### config.mk
export PLATFORM = sky130hd
export DESIGN_NAME = ppp_div_stage
export DESIGN_NICKNAME = d
export VERILOG_FILES = /design/src/sv/ppp_pkg.sv /design/src/sv/ppp_div_stage.sv
export SDC_FILE = /design/constraint.sdc
export NUM_CORES = 1
export LEC_CHECK = 0
export BUFFER_PORTS_ARGS = -buffer_cell sky130_fd_sc_hd__buf_2
export CAP_MARGIN = 5
export CELL_PAD_IN_SITES_DETAIL_PLACEMENT = 0
export CELL_PAD_IN_SITES_GLOBAL_PLACEMENT = 1
export CORE_MARGIN = 5
export CORE_UTILIZATION = 42
export CTS_CLUSTER_DIAMETER = 200
export DETAILED_ROUTE_END_ITERATION = 12
export GPL_TIMING_DRIVEN = 1
export PLACE_DENSITY_LB_ADDON = 0.25
export SLEW_MARGIN = 5
export SYNTH_ARGS = -nofsm -noshare
export SYNTH_HDL_FRONTEND = slang
export SYNTH_SLANG_ARGS = --single-unit
### constraint.sdc
create_clock -name clk -period 5.9 [get_ports clk]
set_input_delay 0.295 -clock clk [delete_from_list [all_inputs] [get_ports clk]]
set_output_delay 0.295 -clock clk [all_outputs]
set_load 0.1 [all_outputs]
### src/sv/ppp_pkg.sv
package ppp_pkg;
  localparam int unsigned AddrW     = 4;
  localparam int unsigned DivStages = 64;
  localparam int unsigned QW        = 64;

  localparam logic [AddrW-1:0] ADDR_FOCAL_X  = 4'h0;
  localparam logic [AddrW-1:0] ADDR_FOCAL_Y  = 4'h4;
  localparam logic [AddrW-1:0] ADDR_CENTER_X = 4'h8;
  localparam logic [AddrW-1:0] ADDR_CENTER_Y = 4'hC;

  localparam logic [1:0] ST_OK   = 2'd0;
  localparam logic [1:0] ST_ZERO = 2'd1;
  localparam logic [1:0] ST_SAT  = 2'd2;

  typedef struct packed {
    logic [31:0] focal_x;
    logic [31:0] focal_y;
    logic [31:0] center_x;
    logic [31:0] center_y;
  } cfg_regs_t;

  // per-axis work carried through the divider pipeline
  typedef struct packed {
    logic [QW-1:0]   rem;
    logic [QW-1:0]   quo;
    logic            neg;
    logic [31:0]     ctr;
  } axis_t;
endpackage

### src/sv/ppp_div_stage.sv
module ppp_div_stage
  import ppp_pkg::*;
(
  input  logic        clk,
  input  logic        en,
  input  logic [5:0]  bit_idx,
  input  logic [31:0] zm,
  input  axis_t       a_in,
  output axis_t       a_out
);
  // one restoring step: rem holds remaining dividend, quotient bit bit_idx decided
  axis_t       nxt;
  logic [95:0] sub;
  logic [95:0] rem_w;

  always_comb begin
    nxt   = a_in;
    rem_w = {32'd0, a_in.rem};
    sub   = {64'd0, zm} << bit_idx;
    if (rem_w >= sub) begin
      nxt.rem          = a_in.rem - sub[63:0];
      nxt.quo[bit_idx] = 1'b1;
    end
  end

  always_ff @(posedge clk) begin
    if (en) a_out <= nxt;
  end
endmodule

==> impl_metrics.tcl, run 1 <==
set metrics [dict create \
    cts_resized 0 \
    drt-initial-drc-count 1101 \
    cellPowerDensity_mw_per_mm2 299 \
    hold_viol_final 0 \
    yosysMostFrequentCell "edfxtp_1" \
    crit_path_start_kind "primary input" \
    setup_viol 0 \
    clkSlewWorstSetupHoldPaths_ps 60 \
    io_pins 362 \
    drive_above_1_share_pct 36.1 \
    die_x_um 191 \
    syn_area_mm2 0.0138 \
    core_mm2 0.0325 \
    portBuffers 361 \
    synth-async-reset-ratio_pct 0 \
    vdd_drop_max_v 0.000210 \
    wl_per_cell_um 22.5 \
    worstPathMaxFanout 103 \
    synth_edf_count 161 \
    detail_route.vias_per_cell 5.87 \
    htree_levels 4 \
    critPathCaptureType "flip-flop" \
    grt_max_degree 104 \
    crit_required_ps 6090 \
    final_net_count 1985 \
    clock_sinks 161 \
    rsz0062_at_grt "false" \
    worst_pin_slew_ps 1120 \
    die_height_um 191 \
    synthCells 1372 \
    dieArea_mm2 0.0366 \
    ys.flop_type "edfxtp_1" \
    tns_ps 0 \
    post-route-period-util_pct 88.8 \
    largest_reg_flops 161 \
    place_congestion 0.955 \
    synth_top_area_share_pct 35.1 \
    synth_fp_nets 1638 \
    dp_hpwl_um 38400 \
    ctsHoldBuffers 25 \
    yosys_register_bits 161 \
    insertedDiodeCount 0 \
    synth_warnings 0 \
    top_register "a_out" \
    drc 0 \
    reg.largest.list "a_out x161" \
    clk_path_buf_depth 2 \
    maxCapViolCount 0 \
    ant_nets 0 \
    cts-root-buf "clkbuf_16" \
    first_global_vias 12200 \
    setup_slack_ps 664 \
    yosys.area.top_type "edfxtp_1" \
    cts-buffers-inserted 17 \
    fill_cells 3085 \
    synthToLayoutAreaGrowth_pct 22.1 \
    arrival_ps 5430 \
    antenna_found_initial 0 \
    row_count 66 \
    status "completed" \
    dp_slack_ps 347 \
    totalWireLength_um 48900 \
    ys_types 79 \
    ys_seq_area_share_pct 35.1 \
    grt_pass1_wl_um 71400 \
    dr.pass1.iters 5 \
    grt.overflow.total 0 \
    final-max-slew-violation-count 0 \
    synth_area_per_cell_um2 10.1 \
    synth_common_cells "edfxtp_1 (161), nand2_1 (122), a21oi_1 (103), nor2_1 (91), o21ai_0 (73)" \
    start_util_pct 42.5 \
    timing_worst_setup_path_type "in -> reg" \
    cts_tree "done" \
    post_cts_buffers 0 \
    leakagePower_uw 0.00704 \
    track_usage_pct 25.6 \
    min_period_ps 5240 \
    min_path_type "in -> reg" \
    num_vias 12800 \
    fmax_mhz 191 \
    slew_headroom_pct 25.0 \
    post_synth_main_area_contributors "edfxtp_1 (35%), ha_1 (5.8%), mux2_4 (5.6%)" \
]
-- worst max-delay path, cell delays in order --
cell and delay, ps:
buf_2 590, mux2_2 410, o21ai_0 390, nor2_1 80, nor2_1 260, nor2_1 140, a22oi_1 180, o22a_1 190
ha_1 260, nand2_1 170, nor4_1 430, buf_4 200, nand4b_1 110, o21bai_1 230, o2111ai_1 230, a31oi_4 270
buf_12 390, mux2_2 410
-- power by group --
part / total, uW / internal, uW / leakage (uW) / switching [uW]
combinational: 2410 / 683 / 0.00517 / 1730
sequential: 1440 / 1410 / 0.00158 / 29.2
clock: 1190 / 705 / 0.000300 / 488
total: 5040 / 2800 / 0.00704 / 2240
-- through the flow --
stage               hold slack [ps]  cells  power [uW]  instance area, um2  utilization [%]
floorplan                       394   1372        3320               13800                -
finish                         28.9   2172        5040               16800             51.9
global placement                471   2117        3830               16000             49.2
CTS                            1.16   2172        5050               16800             51.9
global route                   7.37   2172        5250               16800             51.9
detailed placement              473   2117        3840               16000             49.2
-- cell families (layout without fill, tap and decap cells) --
family                     Yosys count  in the layout  share of synthesized area (%)
DFF                                161            161                           35.1
and+or+nand+nor                    389            389                           13.5
AOI/OAI and AO/OA                  426            426                           21.4
buffers and inverters              124            482                           4.51
muxes                              151            151                           16.1
adders and majority gates           65             65                           5.95
xor gates and xnor gates            56             56                           3.56
-- per-layer routing --
layer	wire length, um	global-route usage (%)	vias up
li1	-	-	6004
met2	22700	40.4	567
met5	0	0	-
met1	21700	36.3	6125
met3	3420	4.20	58
met4	1040	7.27	0
-- cell type report --
cell class / instances / area [um2] / area share [%]
tap: 442 / 553 / 3.28
inverter: 24 / 90.1 / 0.535
sequential: 161 / 4830 / 28.7
clock inverter: 13 / 184 / 1.09
timing repair buffer: 428 / 2420 / 14.3
multi-input combinational: 1087 / 8340 / 49.5
clock buffer: 17 / 425 / 2.53
-- worst paths after layout --
check | cells past startpoint | slack [ps] | end | from
worst max-delay path | 18 | 660 | a_out[99] | bit_idx[1]
worst min-delay path | 1 | 30 | a_out[3] | a_in[3]
-- layout by cell type (no fill, tap or decap), types with 36 or more instances in the layout --
cell / count
edfxtp_1: 161
ha_1: 64
nand2_1: 122
a21oi_1: 103
buf_4: 39
a31o_2: 67
mux2_4: 51
nor2_1: 91
o21ai_0: 73
buf_2: 360
mux2i_1: 36
(Power assumes the default switching activity.)
==> inputs of run 2 (changes only) <==
- REMOVE_ABC_BUFFERS: default -> 1
- SLEW_MARGIN: 5 -> 20
==> impl_metrics.tcl, run 2 (synthesis gave the netlist of run 1 again) <==
set metrics [dict create \
    min_period_ps 5510 \
    clkSlewWorstSetupHoldPaths_ps 70 \
    first_global_vias 12400 \
    largest_reg_flops 161 \
    slew_headroom_pct 26.2 \
    maxCapViolCount 0 \
    most-common-layout-cells "buf_2 (360), edfxtp_1 (161), nand2_1 (122), a21oi_1 (103), nor2_1 (91)" \
    crit_path_start_kind "primary input" \
    arrival_ps 5710 \
    dp_hpwl_um 38400 \
    post-route-period-util_pct 93.3 \
    clk_path_buf_depth 2 \
    htree_levels 4 \
    min_path_type "in -> reg" \
    vdd_drop_max_v 0.000210 \
    portBuffers 361 \
    clock_sinks 161 \
    antenna_found_initial 1 \
    dieArea_mm2 0.0366 \
    cts_resized 0 \
    detail_route.vias_per_cell 5.86 \
    cpPeakStageDelay_ps 600 \
    grt_max_degree 72 \
    fin_area_mm2 0.0168 \
    wl_per_cell_um 22.2 \
    core_mm2 0.0325 \
    setup_viol 0 \
    fill_cells 3068 \
    ctsHoldBuffers 14 \
    top_register "a_out" \
    crit_required_ps 6100 \
    ff_latch_area_mm2 0.00483 \
    io_pins 362 \
    cp_cell_sequence "buf_2 -> buf_12 -> mux2_2 -> o21ai_0 -> o21ai_0 -> o21ai_0 -> o21ai_0 -> nand2b_1 -> ha_1 -> a21oi_1 -> o21ai_0 -> a21oi_1 -> o21bai_1 -> a21o_1 -> o21bai_1 -> o2111ai_1 -> a31oi_4 -> buf_12 -> buf_4 -> a31o_2" \
    cts-buffers-inserted 17 \
    grt.overflow.total 0 \
    tns_ps 0 \
    multi_input_area_mm2 0.00835 \
    grt_pass1_wl_um 71900 \
    placed_area_mm2 0.0161 \
    drt-initial-drc-count 1229 \
    track_usage_pct 25.4 \
    status "completed" \
    cellPowerDensity_mw_per_mm2 296 \
    post_cts_buffers 0 \
    hold_viol_final 0 \
    reg.largest.list "a_out x161" \
    timing_worst_setup_path_type "in -> reg" \
    drive_above_1_share_pct 36.8 \
    cp_slowest_cell "o21ai_0" \
    totalWireLength_um 48300 \
    cts-root-buf "clkbuf_16" \
    final_net_count 1983 \
    ant_nets 0 \
    start_util_pct 42.5 \
    crit_buf_inv 4 \
    place_congestion 0.932 \
    cts_tree "done" \
    final-max-slew-violation-count 0 \
    worst_pin_slew_ps 1100 \
    leakagePower_uw 0.00702 \
    fmax_mhz 182 \
    worstPathMaxFanout 59 \
    drc 0 \
    cp_top_family "compound AO/OA/AOI/OAI gates" \
    critPathCaptureType "flip-flop" \
    num_vias 12700 \
    final_common_cell "buf_2" \
    die_height_um 191 \
    final_core_util_pct 51.7 \
    cpMostUsedCell "o21ai_0" \
    die_x_um 191 \
    rsz0062_at_grt "false" \
    dr.pass1.iters 7 \
    synthToLayoutAreaGrowth_pct 21.8 \
    row_count 66 \
]
==> run 2: cell count changes in the layout (fill, tap and decap cells not counted), sizes merged <==
cell         previous run  this run
buf                   403       412
bufinv                  4         1
clkinv                  8         6
clkinvlp                0         1
diode                   0         2
dlygate4sd3            25        14
inv                    25        31
==> run 2: layout make-up <==
cell class,count,share of cell area (%)
inverter,24,0.537
antenna,2,0.0298
clock buffer,17,2.53
tap,442,3.29
multi-input combinational,1087,49.7
clock inverter,15,0.976
sequential,161,28.8
timing repair buffer,426,14.1
==> run 2: power breakdown <==
part / switching [uW] / leakage (uW) / internal [uW]
clock: 522 / 0.000286 / 601
sequential: 28.8 / 0.00158 / 1410
combinational: 1720 / 0.00516 / 688
==> run 2: per-stage QoR <==
stage	hold WS (ps)	cells	worst slack, ps	power [uW]
final	23.3	2174	393	4970
after global routing	3.04	2173	123	5180
after CTS	0.0505	2172	492	4990
after detailed placement	473	2126	10.0	3850
after global placement	472	2126	96.2	3840
after floorplan	394	1272	-1010	3270
==> run 2: path summary, 6_finish.rpt <==
check       start   endpoint  depth (start not counted)
max    bit_idx[1]  a_out[37]                         20
min       a_in[8]   a_out[8]                          1
==> run 2: metal layers <==
metal	global-route usage, %	up-vias	wire, um
met5	0	-	0
met4	7.35	0	1050
met3	4.27	68	3370
met2	42.5	520	23900
met1	33.9	6145	20000
li1	-	6014	-
==> inputs of run 3 (changes only) <==
- RECOVER_POWER: default -> 25
==> impl_metrics.tcl, run 3 (synthesis gave the netlist of run 1 again) <==
set metrics [dict create \
    status "finished, violations left" \
    violations "capacitance limit, slew limit" \
    first_global_vias 12400 \
    crit_buf_inv 4 \
    clk_path_buf_depth 2 \
    start_util_pct 42.5 \
    antenna_found_initial 1 \
    worstPathMaxFanout 59 \
    largest_reg_flops 161 \
    io_pins 362 \
    detail_route.vias_per_cell 5.88 \
    htree_levels 4 \
    clock_sinks 161 \
    final-max-slew-violation-count 141 \
    dp_hpwl_um 38400 \
    final_core_util_pct 51.7 \
    grt_max_degree 72 \
    post-route-period-util_pct 94.5 \
    die_x_um 191 \
    cpPeakStageDelay_ps 650 \
    die_height_um 191 \
    min_period_ps 5570 \
    wl_per_cell_um 22.2 \
    cts_resized 0 \
    min_path_type "in -> reg" \
    vdd_drop_max_v 0.000209 \
    track_usage_pct 25.4 \
    crit_required_ps 6110 \
    place_congestion 0.932 \
    crit_path_start_kind "primary input" \
    cts-buffers-inserted 17 \
    maxCapViolCount 2 \
    power.total_uw 4970 \
    timing_worst_setup_path_type "in -> reg" \
    drc 0 \
    cts_tree "done" \
    cellPowerDensity_mw_per_mm2 296 \
    grt_pass1_wl_um 71900 \
    clkSlewWorstSetupHoldPaths_ps 70 \
    grt.overflow.total 0 \
    totalWireLength_um 48300 \
    fill_cells 3074 \
    dr.pass1.iters 6 \
    critPathCaptureType "flip-flop" \
    drive_above_1_share_pct 36.6 \
    row_count 66 \
    setup_viol 0 \
    dieArea_mm2 0.0366 \
    num_vias 12800 \
    tns_ps 0 \
    drt-initial-drc-count 1210 \
    hold_viol_final 0 \
    final_common_cell "buf_2" \
    reg.largest.list "a_out x161" \
    slew_headroom_pct -157 \
    fmax_mhz 179 \
    cp_top_family "compound AO/OA/AOI/OAI gates" \
    final_net_count 1983 \
    cpMostUsedCell "o21ai_0" \
    cts-root-buf "clkbuf_16" \
    ant_nets 0 \
    cp_cell_sequence "buf_2 -> buf_12 -> mux2_2 -> o21ai_0 -> o21ai_0 -> o21ai_0 -> o21ai_0 -> nand2b_1 -> ha_1 -> a21oi_1 -> o21ai_0 -> a21oi_1 -> o21bai_1 -> a21o_1 -> o21bai_1 -> o2111ai_1 -> a31oi_4 -> buf_12 -> buf_4 -> a31o_2" \
    portBuffers 361 \
    synthToLayoutAreaGrowth_pct 21.6 \
    top_register "a_out" \
    worst_pin_slew_ps 3860 \
    most-common-layout-cells "buf_2 (360), edfxtp_1 (161), nand2_1 (122), a21oi_1 (103), nor2_1 (91)" \
    post_cts_buffers 0 \
    arrival_ps 5780 \
    rsz0062_at_grt "false" \
    core_mm2 0.0325 \
    cp_slowest_cell "o21ai_0" \
    leakagePower_uw 0.00701 \
]
-- run 3: cell types whose count changed in the layout (fill, tap and decap cells not counted) --
cell / delta
buf_6: -1
clkbuf_1: +3
buf_4: -2
-- run 3: routing by layer --
layer / GRT usage, % / vias to the layer above / routed length, um
li1: - / 6015 / -
met1: 33.9 / 6182 / 20200
met2: 42.5 / 508 / 23900
met3: 4.27 / 72 / 3200
met4: 7.35 / 0 / 1090
met5: 0 / - / 0
-- run 3: per-stage QoR --
stage	hold slack (ps)	setup WS, ps	instance area (um2)	instances
5_1_grt	3.04	123	16800	2173
2_1_floorplan	394	-1010	13300	1272
6_report	24.2	327	16800	2174
3_5_place_dp	473	10.0	16100	2126
4_1_cts	0.0505	492	16800	2172
3_3_place_gp	472	96.2	16100	2126
-- run 3: final cells by class --
cell class,count,area (um2),area share (%)
Multi-Input combinational cell,1087,8350,49.7
Sequential cell,161,4830,28.8
Timing Repair Buffer,426,2360,14.1
Tap cell,442,553,3.30
Clock buffer,17,425,2.54
Clock inverter,15,164,0.977
Inverter,24,90.1,0.537
Antenna cell,2,5.00,0.0298
-- run 3: what timing repair did --
item                                   4_1_cts  5_1_grt
endpoints found under the hold margin       14        0
setup endpoints to repair                    0        0
hold buffers                                14        0
-- run 3: worst paths after layout --
| kind | to | slack [ps] | cells after the start | start |
|---|---|---|---|---|
| max | a_out[37] | 330 | 20 | bit_idx[1] |
| min | a_out[5] | 20 | 1 | a_in[5] |
-- run 3: report_power, final --
group | switching, uW | total [uW] | internal, uW | leakage [uW]
logic | 1720 | 2410 | 687 | 0.00515
clock network | 523 | 1120 | 601 | 0.000286
registers | 28.8 | 1440 | 1410 | 0.00158
total | 2270 | 4970 | 2700 | 0.00701
