<file path="config.mk">
export PLATFORM = sky130hd
export DESIGN_NAME = ppp_cfg
export DESIGN_NICKNAME = d
export VERILOG_FILES = /design/src/sv/ppp_pkg.sv /design/src/sv/ppp_cfg.sv
export SDC_FILE = /design/constraint.sdc
export NUM_CORES = 1
export LEC_CHECK = 0
export ABC_AREA = 1
export BUFFER_PORTS_ARGS = -buffer_cell sky130_fd_sc_hd__buf_2
export CORE_AREA = 2 2 109 111
export DETAILED_ROUTE_END_ITERATION = 7
export DIE_AREA = 0 0 111 113
export PLACE_DENSITY = 0.82
export SLEW_MARGIN = 20
export SYNTH_ARGS = -nofsm -noshare
export SYNTH_HDL_FRONTEND = slang
export SYNTH_SLANG_ARGS = --single-unit
</file>
<file path="constraint.sdc">
create_clock -name clk -period 1.56 [get_ports clk]
set_input_delay 0.156 -clock clk [delete_from_list [all_inputs] [get_ports clk]]
set_output_delay 0.156 -clock clk [all_outputs]
set_load 0.02 [all_outputs]
</file>
<file path="src/sv/ppp_pkg.sv">
package ppp_pkg;
  localparam int unsigned AddrW     = 4;
  localparam int unsigned DivStages = 64;
  localparam int unsigned QW        = 64;

  localparam logic [AddrW-1:0] ADDR_FOCAL_X  = 4'h0;
  localparam logic [AddrW-1:0] ADDR_FOCAL_Y  = 4'h4;
  localparam logic [AddrW-1:0] ADDR_CENTER_X = 4'h8;
  localparam logic [AddrW-1:0] ADDR_CENTER_Y = 4'hC;

  localparam logic [1:0] ST_OK   = 2'd0;
  localparam logic [1:0] ST_ZERO = 2'd1;
  localparam logic [1:0] ST_SAT  = 2'd2;

  typedef struct packed {
    logic [31:0] focal_x;
    logic [31:0] focal_y;
    logic [31:0] center_x;
    logic [31:0] center_y;
  } cfg_regs_t;

  // per-axis work carried through the divider pipeline
  typedef struct packed {
    logic [QW-1:0]   rem;
    logic [QW-1:0]   quo;
    logic            neg;
    logic [31:0]     ctr;
  } axis_t;
endpackage

</file>
<file path="src/sv/ppp_cfg.sv">
module ppp_cfg
  import ppp_pkg::*;
(
  input  logic             clk,
  input  logic             rst_n,
  input  logic             cfg_psel,
  input  logic             cfg_penable,
  input  logic             cfg_pwrite,
  input  logic [AddrW-1:0] cfg_paddr,
  input  logic [31:0]      cfg_pwdata,
  output logic [31:0]      cfg_prdata,
  output logic             cfg_pready,
  output cfg_regs_t        regs
);
  cfg_regs_t regs_r;
  logic      wr;

  assign wr         = cfg_psel && cfg_penable && cfg_pwrite;
  assign cfg_pready = 1'b1;
  assign regs       = regs_r;

  // register writes
  always_ff @(posedge clk) begin
    if (!rst_n) begin
      regs_r.focal_x  <= 32'h0001_0000;
      regs_r.focal_y  <= 32'h0001_0000;
      regs_r.center_x <= '0;
      regs_r.center_y <= '0;
    end else if (wr) begin
      unique case (cfg_paddr)
        ADDR_FOCAL_X:  regs_r.focal_x  <= cfg_pwdata;
        ADDR_FOCAL_Y:  regs_r.focal_y  <= cfg_pwdata;
        ADDR_CENTER_X: regs_r.center_x <= cfg_pwdata;
        ADDR_CENTER_Y: regs_r.center_y <= cfg_pwdata;
        default: ;
      endcase
    end
  end

  // read back
  always_comb begin
    unique case (cfg_paddr)
      ADDR_FOCAL_X:  cfg_prdata = regs_r.focal_x;
      ADDR_FOCAL_Y:  cfg_prdata = regs_r.focal_y;
      ADDR_CENTER_X: cfg_prdata = regs_r.center_x;
      ADDR_CENTER_Y: cfg_prdata = regs_r.center_y;
      default:       cfg_prdata = '0;
    endcase
  end
endmodule

</file>
==> results of run 1 <==
-- final timing paths --
check                                endpoint  slack, ps
worst max-delay path            cfg_prdata[0]        170
worst min register to register       regs[58]        500
worst max register to register       regs[93]        920
worst min-delay path                 regs[73]        100
-- layout make-up --
class	count	area share, %
clock buffers	22	5.81
clock inverters	10	1.39
well taps	143	2.24
inverters	38	1.78
repair buffers	234	19.1
flip-flops and latches	128	32.1
multi-input cells	694	37.6
-- metal layers --
layer / vias up / wire length [µm] / track usage, %
met5: - / 0 / 0
met4: 0 / 405 / 11.8
met3: 41 / 1720 / 5.84
met2: 374 / 8690 / 46.2
met1: 3059 / 7820 / 37.5
li1: 3337 / - / -
-- cells in the mapped netlist --
cell type and number:
nand2_1 235, nand4_1 63, nor2_1 254, buf_1 10, buf_6 8, clkbuf_1 21, inv_1 36, nand3_1 129
conb_1 1, dfxtp_1 128, o21ai_0 1, clkinv_1 1, buf_4 15, inv_2 1, buf_2 17, nor2_2 3
nand3_2 1, nor2_4 7
-- logic make-up after synthesis --
logic type / Yosys count / share of synthesized area (%)
AND/OR/NAND/NOR: 692 / 48.9
AO/OA/AOI/OAI: 1 / 0.0820
flip-flops: 128 / 42.0
buffers and inverters: 109 / 8.96
other: 1 / 0.0615
-- power by group through the flow --
stage | clock, mW | sequential [mW] | combinational [mW]
6_report | 3.85 | 3.32 | 0.626
5_1_grt | 4.03 | 3.32 | 0.680
4_1_cts | 3.86 | 3.31 | 0.613
3_5_place_dp | 0 | 3.38 | 0.607
3_3_place_gp | 0 | 3.38 | 0.601
2_1_floorplan | 0 | 3.41 | 0.350
-- stage by stage --
| stage | power [mW] | setup slack [ps] |
|---|---|---|
| finish | 7.79 | 165 |
| global route | 8.02 | 88.4 |
| CTS | 7.79 | 69.1 |
| detailed placement | 3.99 | 65.4 |
| global placement | 3.99 | 98.8 |
| floorplan | 3.76 | 348 |
-- timing repair --
action	CTS	global route
setup endpoints to repair	0	2
endpoints found under the hold margin	2	0
setup buffers	0	1
hold buffers	1	0
resized for setup	0	1
-- worst max-delay path: cells and delay by family --
kind / cells / cell delay [ps]
buffers and inverters: 4 / 560
AND/OR/NAND/NOR: 4 / 510
==> flow_summary.ini, run 1 <==
[cells_and_area]
n_fill_cell = 951
seqCellArea_um2 = 2560
largest_reg_flops = 128
area_delta_synth_final_pct = 31.0
final_common_cell = nor2_1
stdcell_area_um2 = 7990
utilization_pct = 70.9
final_cell_mix = nor2_1, nand2_1, buf_2, nand3_1, dfxtp_1
drive_above_1_share_pct = 24.4
multiInputGateArea_um2 = 3000
nNetsFinal = 1154
layout.cells.non_filler = 1269
diodes = 0

[setup_path]
worstSetupEndpointType = output pin
cp.arrival_ps = 1240
worstSetupPathType = primary input to output pin
reg2regPathDepth = 2
required_ps = 1400
crit_start = cfg_paddr[0]
timing.rr.start = regs[93]
path_common_cell = buf_2
crit_chain = buf_2, inv_1, nand2_2, nor2_4, buf_12, nand2_1, nand4_1, buf_2
slowest_stage = nor2_4
start_kind = primary input
cpPeakStageDelay_ps = 220
cp_max_fo = 26

[detailed_routing]
wl_per_cell_um = 14.7
drc = 0
via_per_inst = 5.37
firstDrtPassIters = 7
ant_nets = 0
drt_wl_total_mm = 18.6
drtIter0Drc = 584
vias = 6811

[pwr]
sw_frac_of_total_pct = 23.9
leakagePower_nw = 3.86
net-switching-power_mw = 1.86
comb_power_share_pct = 8.0
power_density_nw_per_um2 = 975
pwr-share-clk_pct = 49.4
ir_worst_vdd_mv = 0.545
p_int_mw = 5.93
power_frac_seq_pct = 42.6

[synth]
ys_top_cells_by_area = dfxtp_1, nor2_1, nand2_1, nand3_1, nand4_1
ys_types = 18
synth_nets = 972
syn_inst = 931
ys_seq_area_share_pct = 42.0
yosys_warnings = 0
yosysTopAreaCell = dfxtp_1
synth_seq_cells = 128
synthesis.area_um2 = 6100
synth_top_area_share_pct = 42.0
synth_area_per_cell_um2 = 6.55

[timing]
period_needed_ps = 1390
fin_crit_sh_pct = 89.4
hold_violations = 0
rsz0062_at_grt = false
slew_viol_final = 0
fin_hold_ws_ps = 100
clock.fmax_mhz = 717
tns_ps = 0
setup_viol = 0
clock_skew_ps = 0

[clock_tree]
worstSkewPairLatency_ps = 410
cts_buffer_depth = 2
h-tree-depth = 4
cts.clk_slew.worst_paths_ps = 50
root_buffer = clkbuf_16
clock-sinks = 128
cts_tree = done
numCtsBuffers = 17

[global_route]
track_usage_pct = 28.5
grt_pass1_wl_mm = 29.3
grt_pass1_vias = 6032
antenna_found_initial = 0
grt_overflow = 0
grt_start_max_net_pins = 68

[worst_hold_path]
hold_path_depth = 5
min_path_type = primary input to flop
holdCritStartpoint = cfg_pwdata[9]

[floorplanning]
ios = 202
start_util_pct = 54.1
placement_rows = 39
die-width_um = 111
core_area_um2 = 11300
die_h_um = 113
dieArea_um2 = 12500

[place]
dp.cells = 1234
dp_hpwl_mm = 12.1
io_buffers = 200
gp_congestion = 0.841
dpl_cell_area_um2 = 7370

[run_status]
status = completed

[run]
maxCapViolCount = 0
Power figures use the tool's default switching activity.
==> inputs of run 2 (changes only) <==
- CORE_AREA: 2 2 109 111 -> 2 2 146 148
- DIE_AREA: 0 0 111 113 -> 0 0 148 150
- PLACE_DENSITY: 0.82 -> 0.5
- SETUP_SLACK_MARGIN: default -> 0.5
==> run 2 against run 1 <==
  * Global-route usage is 6.7 points lower
  * Combinational power up 36%
  * Hold slack got worse by 6.0 ps
  * Via count is 2.1% higher
  * Total power up 4.1%
  * Non-clock buffer count grew 64
  * Die area up 77%
  * Register-to-register slack worse by 290 ps
  * Critical path type unchanged
==> flow_summary.ini, run 2 (synthesis results as in run 1) <==
[setup_path]
worstSetupEndpointType = output pin
worstSetupPathType = primary input to output pin
slowest_stage = buf_12
required_ps = 1400
r2r_slack_ps = 630
reg2regPathDepth = 5
crit_buf_inv = 5
r2r-end = regs[99]
cpPeakStageDelay_ps = 160
cp.arrival_ps = 1170
path_common_cell = buf_12
crit_family = buffers and inverters
crit_chain = buf_8, inv_6, nand2_8, nor2_4, buf_12, buf_12, nand2_4, nand4_1, buf_4
timing.rr.start = regs[99]
start_kind = primary input
cp_max_fo = 8

[pwr]
ir_worst_vdd_mv = 0.705
power_frac_seq_pct = 40.2
leakagePower_nw = 4.73
sw_frac_of_total_pct = 26.4
comb_power_share_pct = 10.5
pwr-share-clk_pct = 49.3
net-switching-power_mw = 2.14
finalPower_mw = 8.11
power_density_nw_per_um2 = 768
p_int_mw = 5.97

[clock_tree]
cts.clk_slew.worst_paths_ps = 60
cts_tree = done
h-tree-depth = 4
numCtsBuffers = 17
root_buffer = clkbuf_16
cts_buffer_depth = 2
clock-sinks = 128
worstSkewPairLatency_ps = 420

[cells_and_area]
drive_above_1_share_pct = 45.1
largest_reg_flops = 128
nNetsFinal = 1218
diodes = 0
area_delta_synth_final_pct = 73.0
final_cell_mix = nor2_1, nand2_1, buf_6, nand3_1, dfxtp_2
stdcell_area_um2 = 10600
final_common_cell = nor2_1

[timing]
tns_ps = 0
rsz0062_at_grt = true
setup_viol = 0
clock.fmax_mhz = 755
fin_crit_sh_pct = 84.9
setup_ws_ps = 235
hold_violations = 0
slew_viol_final = 0
clock_skew_ps = 0
fin_hold_ws_ps = 94.3
period_needed_ps = 1320

[run]
maxCapViolCount = 0

[global_route]
track_usage_pct = 21.9
grt_pass1_vias = 6571
grt_start_max_net_pins = 71
grt_overflow = 0
grt_pass1_wl_mm = 37.3
antenna_found_initial = 0

[place]
dp_slack_ps = 137
dpl_cell_area_um2 = 7520
dp_hpwl_mm = 13.8
io_buffers = 200
gp_congestion = 0.758

[floorplanning]
placement_rows = 53
start_util_pct = 29.5
ios = 202
dieArea_um2 = 22200
die_h_um = 150
core_area_um2 = 20700
die-width_um = 148

[detailed_routing]
drtIter0Drc = 362
drt_wl_total_mm = 24.8
vias = 6953
firstDrtPassIters = 5
via_per_inst = 4.75
drc = 0
ant_nets = 0
wl_per_cell_um = 17.0

[worst_hold_path]
min_path_type = primary input to flop
hold_path_depth = 5
holdPathEnd = regs[18]
holdCritStartpoint = cfg_pwdata[18]

[run_status]
status = completed
run 2: cell count changes in the layout (fill, tap and decap cells not counted), sizes merged:
| cell | previous run | this run |
|---|---|---|
| bufbuf | 0 | 6 |
| clkinvlp | 3 | 4 |
| inv | 37 | 41 |
| clkbuf | 23 | 19 |
| buf | 232 | 289 |
run 2: worst max-delay path by stage:
stage                             from              to  cells past startpoint  slack, ps
after floorplan           cfg_paddr[1]   cfg_prdata[0]                      6        500
after detailed placement  cfg_paddr[1]        regs[71]                      8        140
after global placement    cfg_paddr[1]        regs[72]                      8        140
after CTS                 cfg_paddr[1]   cfg_prdata[2]                     10        240
final                     cfg_paddr[1]  cfg_prdata[20]                      9        240
after global routing         regs[108]  cfg_prdata[12]                      3        190
run 2: what timing repair did:
action                                  CTS  global route
hold buffers                              1             0
gates resized for setup                 462           132
endpoints found under the setup margin  160           160
cloned                                   11             2
pin swaps                                27            32
endpoints found under the hold margin     2             0
buffers inserted                         36            17
run 2: worst min-delay path, cell delays in order:
cell	delay [ps]
buf_2	70
inv_1	60
nand3_1	80
nand2_1	40
nor2_1	70
run 2: per-layer routing:
| layer | GRT usage [%] | vias to the layer above | part of all wire, % |
|---|---|---|---|
| met1 | 28.5 | 3263 | 45 |
| met4 | 5.24 | 0 | 0.69 |
| li1 | - | 3486 | - |
| met5 | 0 | - | 0 |
| met3 | 4.63 | 11 | 5.2 |
| met2 | 37.0 | 193 | 49 |
run 2: power groups by stage:
stage	registers (mW)	clock network, mW	logic (mW)
after CTS	3.31	4.06	0.797
after global routing	3.26	4.23	0.915
after detailed placement	3.39	0	0.625
after global placement	3.39	0	0.627
after floorplan	3.41	0	0.362
final	3.26	3.99	0.852
run 2: area by class of cell:
| class | count | area [µm²] |
|---|---|---|
| fill | 2003 | 10100 |
| timing repair buffer | 298 | 3350 |
| multi-input combinational | 694 | 3300 |
| sequential | 128 | 2820 |
| clock buffer | 17 | 425 |
| tap | 275 | 344 |
| clock inverter | 15 | 161 |
| inverter | 38 | 158 |
run 2: stage by stage:
step	instances	util, %
2_1_floorplan	931	-
3_3_place_gp	1366	36.3
3_5_place_dp	1366	36.3
4_1_cts	1446	47.9
5_1_grt	1465	51.0
6_report	1465	51.0
==> inputs of run 3 (changes only) <==
- ABC_AREA: 1 -> 0
- CORE_AREA: 2 2 146 148 -> 2 2 139 141
- DIE_AREA: 0 0 148 150 -> 0 0 141 143
- PLACE_DENSITY: 0.5 -> 0.53
- clock period: 1.56 -> 1.1 ns (I/O delays scaled with it)
==> run 3 against run 2 <==
  * The flow now finishes with violations (negative hold slack, negative setup slack)
  * Worst setup slack worse by 690 ps
  * Utilization is 6.4 points higher
  * Total power is 38% higher
  * Area after synthesis is 9.1% lower
  * Synthesized cell count is 38% lower
  * Sequential power is 43% higher
==> flow_summary.ini, run 3 <==
[setup_path]
worstSetupEndpointType = output pin
reg2regPathDepth = 5
timing.rr.start = regs[10]
r2r_slack_ps = 220
r2r-end = regs[10]
required_ps = 990
start_kind = flop
cp_max_fo = 2
worstSetupPathType = flop to output pin
cp.arrival_ps = 1440

[synth]
synthSimpleGateAreaFrac_pct = 14.9
ys_seq_area_share_pct = 46.2
synth_top_area_share_pct = 46.2
muxShareOfSynthArea_pct = 28.5
dominantRegCellSynth = dfxtp_1
ys_types = 21
ys_top_cells_by_area = dfxtp_1, mux2i_1, nand2_1, a221o_1, nor2_1
synthMostInstantiatedCell = nand2_1
synth_nets = 616
synth_edf_count = 0
synthArstFlopShare_pct = 0
yosysTopAreaCell = dfxtp_1
synth_area_per_cell_um2 = 9.64
syn_inst = 575
yosys.area_share.xor_xnor_pct = 0
synth_seq_cells = 128
synth-compound-area-share_pct = 6.14
synth_top_family_by_area = multiplexers
synth.cells.most_frequent = nand2_1, mux2i_1, dfxtp_1
synth_fa_ha_area_share_pct = 0
yosys_warnings = 0
synthesis.area_um2 = 5540

[detailed_routing]
top_layer = met4
wl_per_cell_um = 18.0
drc = 0
drt_wl_total_mm = 20.9
firstDrtPassIters = 6
vias = 5488
drtIter0Drc = 202
ant_nets = 0
met3_length_mm = 1.08
met1_length_mm = 9.30
dr_wl_met2_mm = 10.2
via_per_inst = 4.72

[cells_and_area]
area_delta_synth_final_pct = 92.3
largest_reg_flops = 128
utilization_pct = 57.4
diodes = 0
drive_above_1_share_pct = 59.6
final_cell_mix = buf_6, mux2i_1, nand2_1, dfxtp_2, buf_4
nNetsFinal = 957
n_fill_cell = 1576
stdcell_area_um2 = 10700
final_common_cell = buf_6

[timing]
fin_crit_sh_pct = 141
clock_skew_ps = 0
fin_hold_ws_ps = -11.4
hold_violations = 2
setup_viol = 44
clock.fmax_mhz = 645
period_needed_ps = 1550
rsz0062_at_grt = true
setup_ws_ps = -450
slew_viol_final = 0
tns_ps = -12370

[worst_hold_path]
holdCritStartpoint = cfg_pwdata[16]
min_path_type = primary input to flop
holdPathEnd = regs[16]
hold_path_depth = 3

[pwr]
ir_worst_vdd_mv = 1.01
sw_frac_of_total_pct = 23.1
leakagePower_nw = 5.14
power_frac_seq_pct = 41.7
pwr-share-clk_pct = 51.6
comb_power_share_pct = 6.7
power_density_nw_per_um2 = 1050
net-switching-power_mw = 2.59
p_int_mw = 8.61

[clock_tree]
worstSkewPairLatency_ps = 400
cts_tree = done
root_buffer = clkbuf_16
h-tree-depth = 4
numCtsBuffers = 17
clock-sinks = 128
cts.clk_slew.worst_paths_ps = 50
cts_buffer_depth = 2

[place]
dpl_cell_area_um2 = 7340
gp_congestion = 0.750
dp_hpwl_mm = 12.1
io_buffers = 200
dp_slack_ps = -451

[global_route]
grt_pass1_wl_mm = 29.9
grt_pass1_vias = 5308
grt_overflow = 0
track_usage_pct = 19.3
grt_start_max_net_pins = 54
antenna_found_initial = 0

[floorplanning]
ios = 202
dieArea_um2 = 20200
core_area_um2 = 18600
start_util_pct = 29.8
placement_rows = 50
die_h_um = 143
die-width_um = 141

[run_status]
violations = negative hold slack, negative setup slack
status = finished with violations

[run]
maxCapViolCount = 0
[run 3: cell types whose count changed after synthesis, moves of 8 or more]
| cell | change |
|---|---|
| clkbuf_1 | +8 |
| nand4_1 | -62 |
| a221o_1 | +32 |
| buf_4 | -10 |
| inv_1 | -36 |
| nor2_1 | -221 |
| nand2_1 | -76 |
| nand3_1 | -129 |
| buf_1 | -10 |
| mux2i_1 | +158 |
[run 3: layout make-up]
cell class / instances / area (µm²) / share of cell area [%]
clock buffers: 18 / 439 / 4.12
clock inverters: 14 / 165 / 1.55
multi-input cells: 398 / 2830 / 26.6
flip-flops and latches: 128 / 2730 / 25.6
well taps: 234 / 293 / 2.75
repair buffers: 371 / 4200 / 39.4
[run 3: timing repair]
item | CTS | global route
endpoints found under the setup margin | 288 | 288
setup buffers | 34 | 44
gates cloned | 7 | 7
endpoints found under the hold margin | 2 | 1
pin swaps | 30 | 11
gates resized for setup | 530 | 77
[run 3: kinds of logic after synthesis]
family,count (synthesis)
buffers and inverters,49
other,1
and+or+nand+nor,203
AOI/OAI and AO/OA,36
DFF,128
muxes,158
[run 3: worst max-delay path by stage]
stage | slack (ps) | to | cells after the start | start
6_report | -450 | cfg_prdata[10] | 4 | regs[10]
2_1_floorplan | -180 | regs[124] | 6 | cfg_paddr[2]
3_3_place_gp | -450 | cfg_prdata[12] | 5 | cfg_paddr[2]
5_1_grt | -490 | cfg_prdata[10] | 4 | regs[10]
4_1_cts | -420 | cfg_prdata[31] | 4 | regs[31]
3_5_place_dp | -450 | cfg_prdata[12] | 5 | cfg_paddr[2]
[run 3: metrics by stage]
| stage | total power [mW] | std cells | hold WS, ps |
|---|---|---|---|
| global route | 11.5 | 1163 | -1.97 |
| finish | 11.2 | 1163 | -11.4 |
| detailed placement | 5.38 | 1039 | 418 |
| CTS | 11.2 | 1112 | -31.4 |
| global placement | 5.38 | 1039 | 421 |
| floorplan | 5.12 | 575 | 271 |
[run 3: power groups by stage]
stage               Sequential, mW  Clock, mW  Combinational [mW]
finish                        4.67       5.78               0.749
global route                  4.67       6.08               0.800
CTS                           4.67       5.88               0.696
detailed placement            4.77          0               0.606
global placement              4.77          0               0.605
floorplan                     4.79          0               0.323
[run 3: per-layer routing]
layer | vias to the layer above | GRT usage, %
met5 | - | 0
met4 | 0 | 6.68
met3 | 22 | 4.66
met2 | 180 | 31.7
met1 | 2619 | 24.9
li1 | 2667 | -
[run 3: worst max-delay path, cell delays in order (launching register included)]
cell	delay, ps
dfxtp_2	330
mux2i_1	210
nor2_1	80
a221o_1	280
buf_6	140
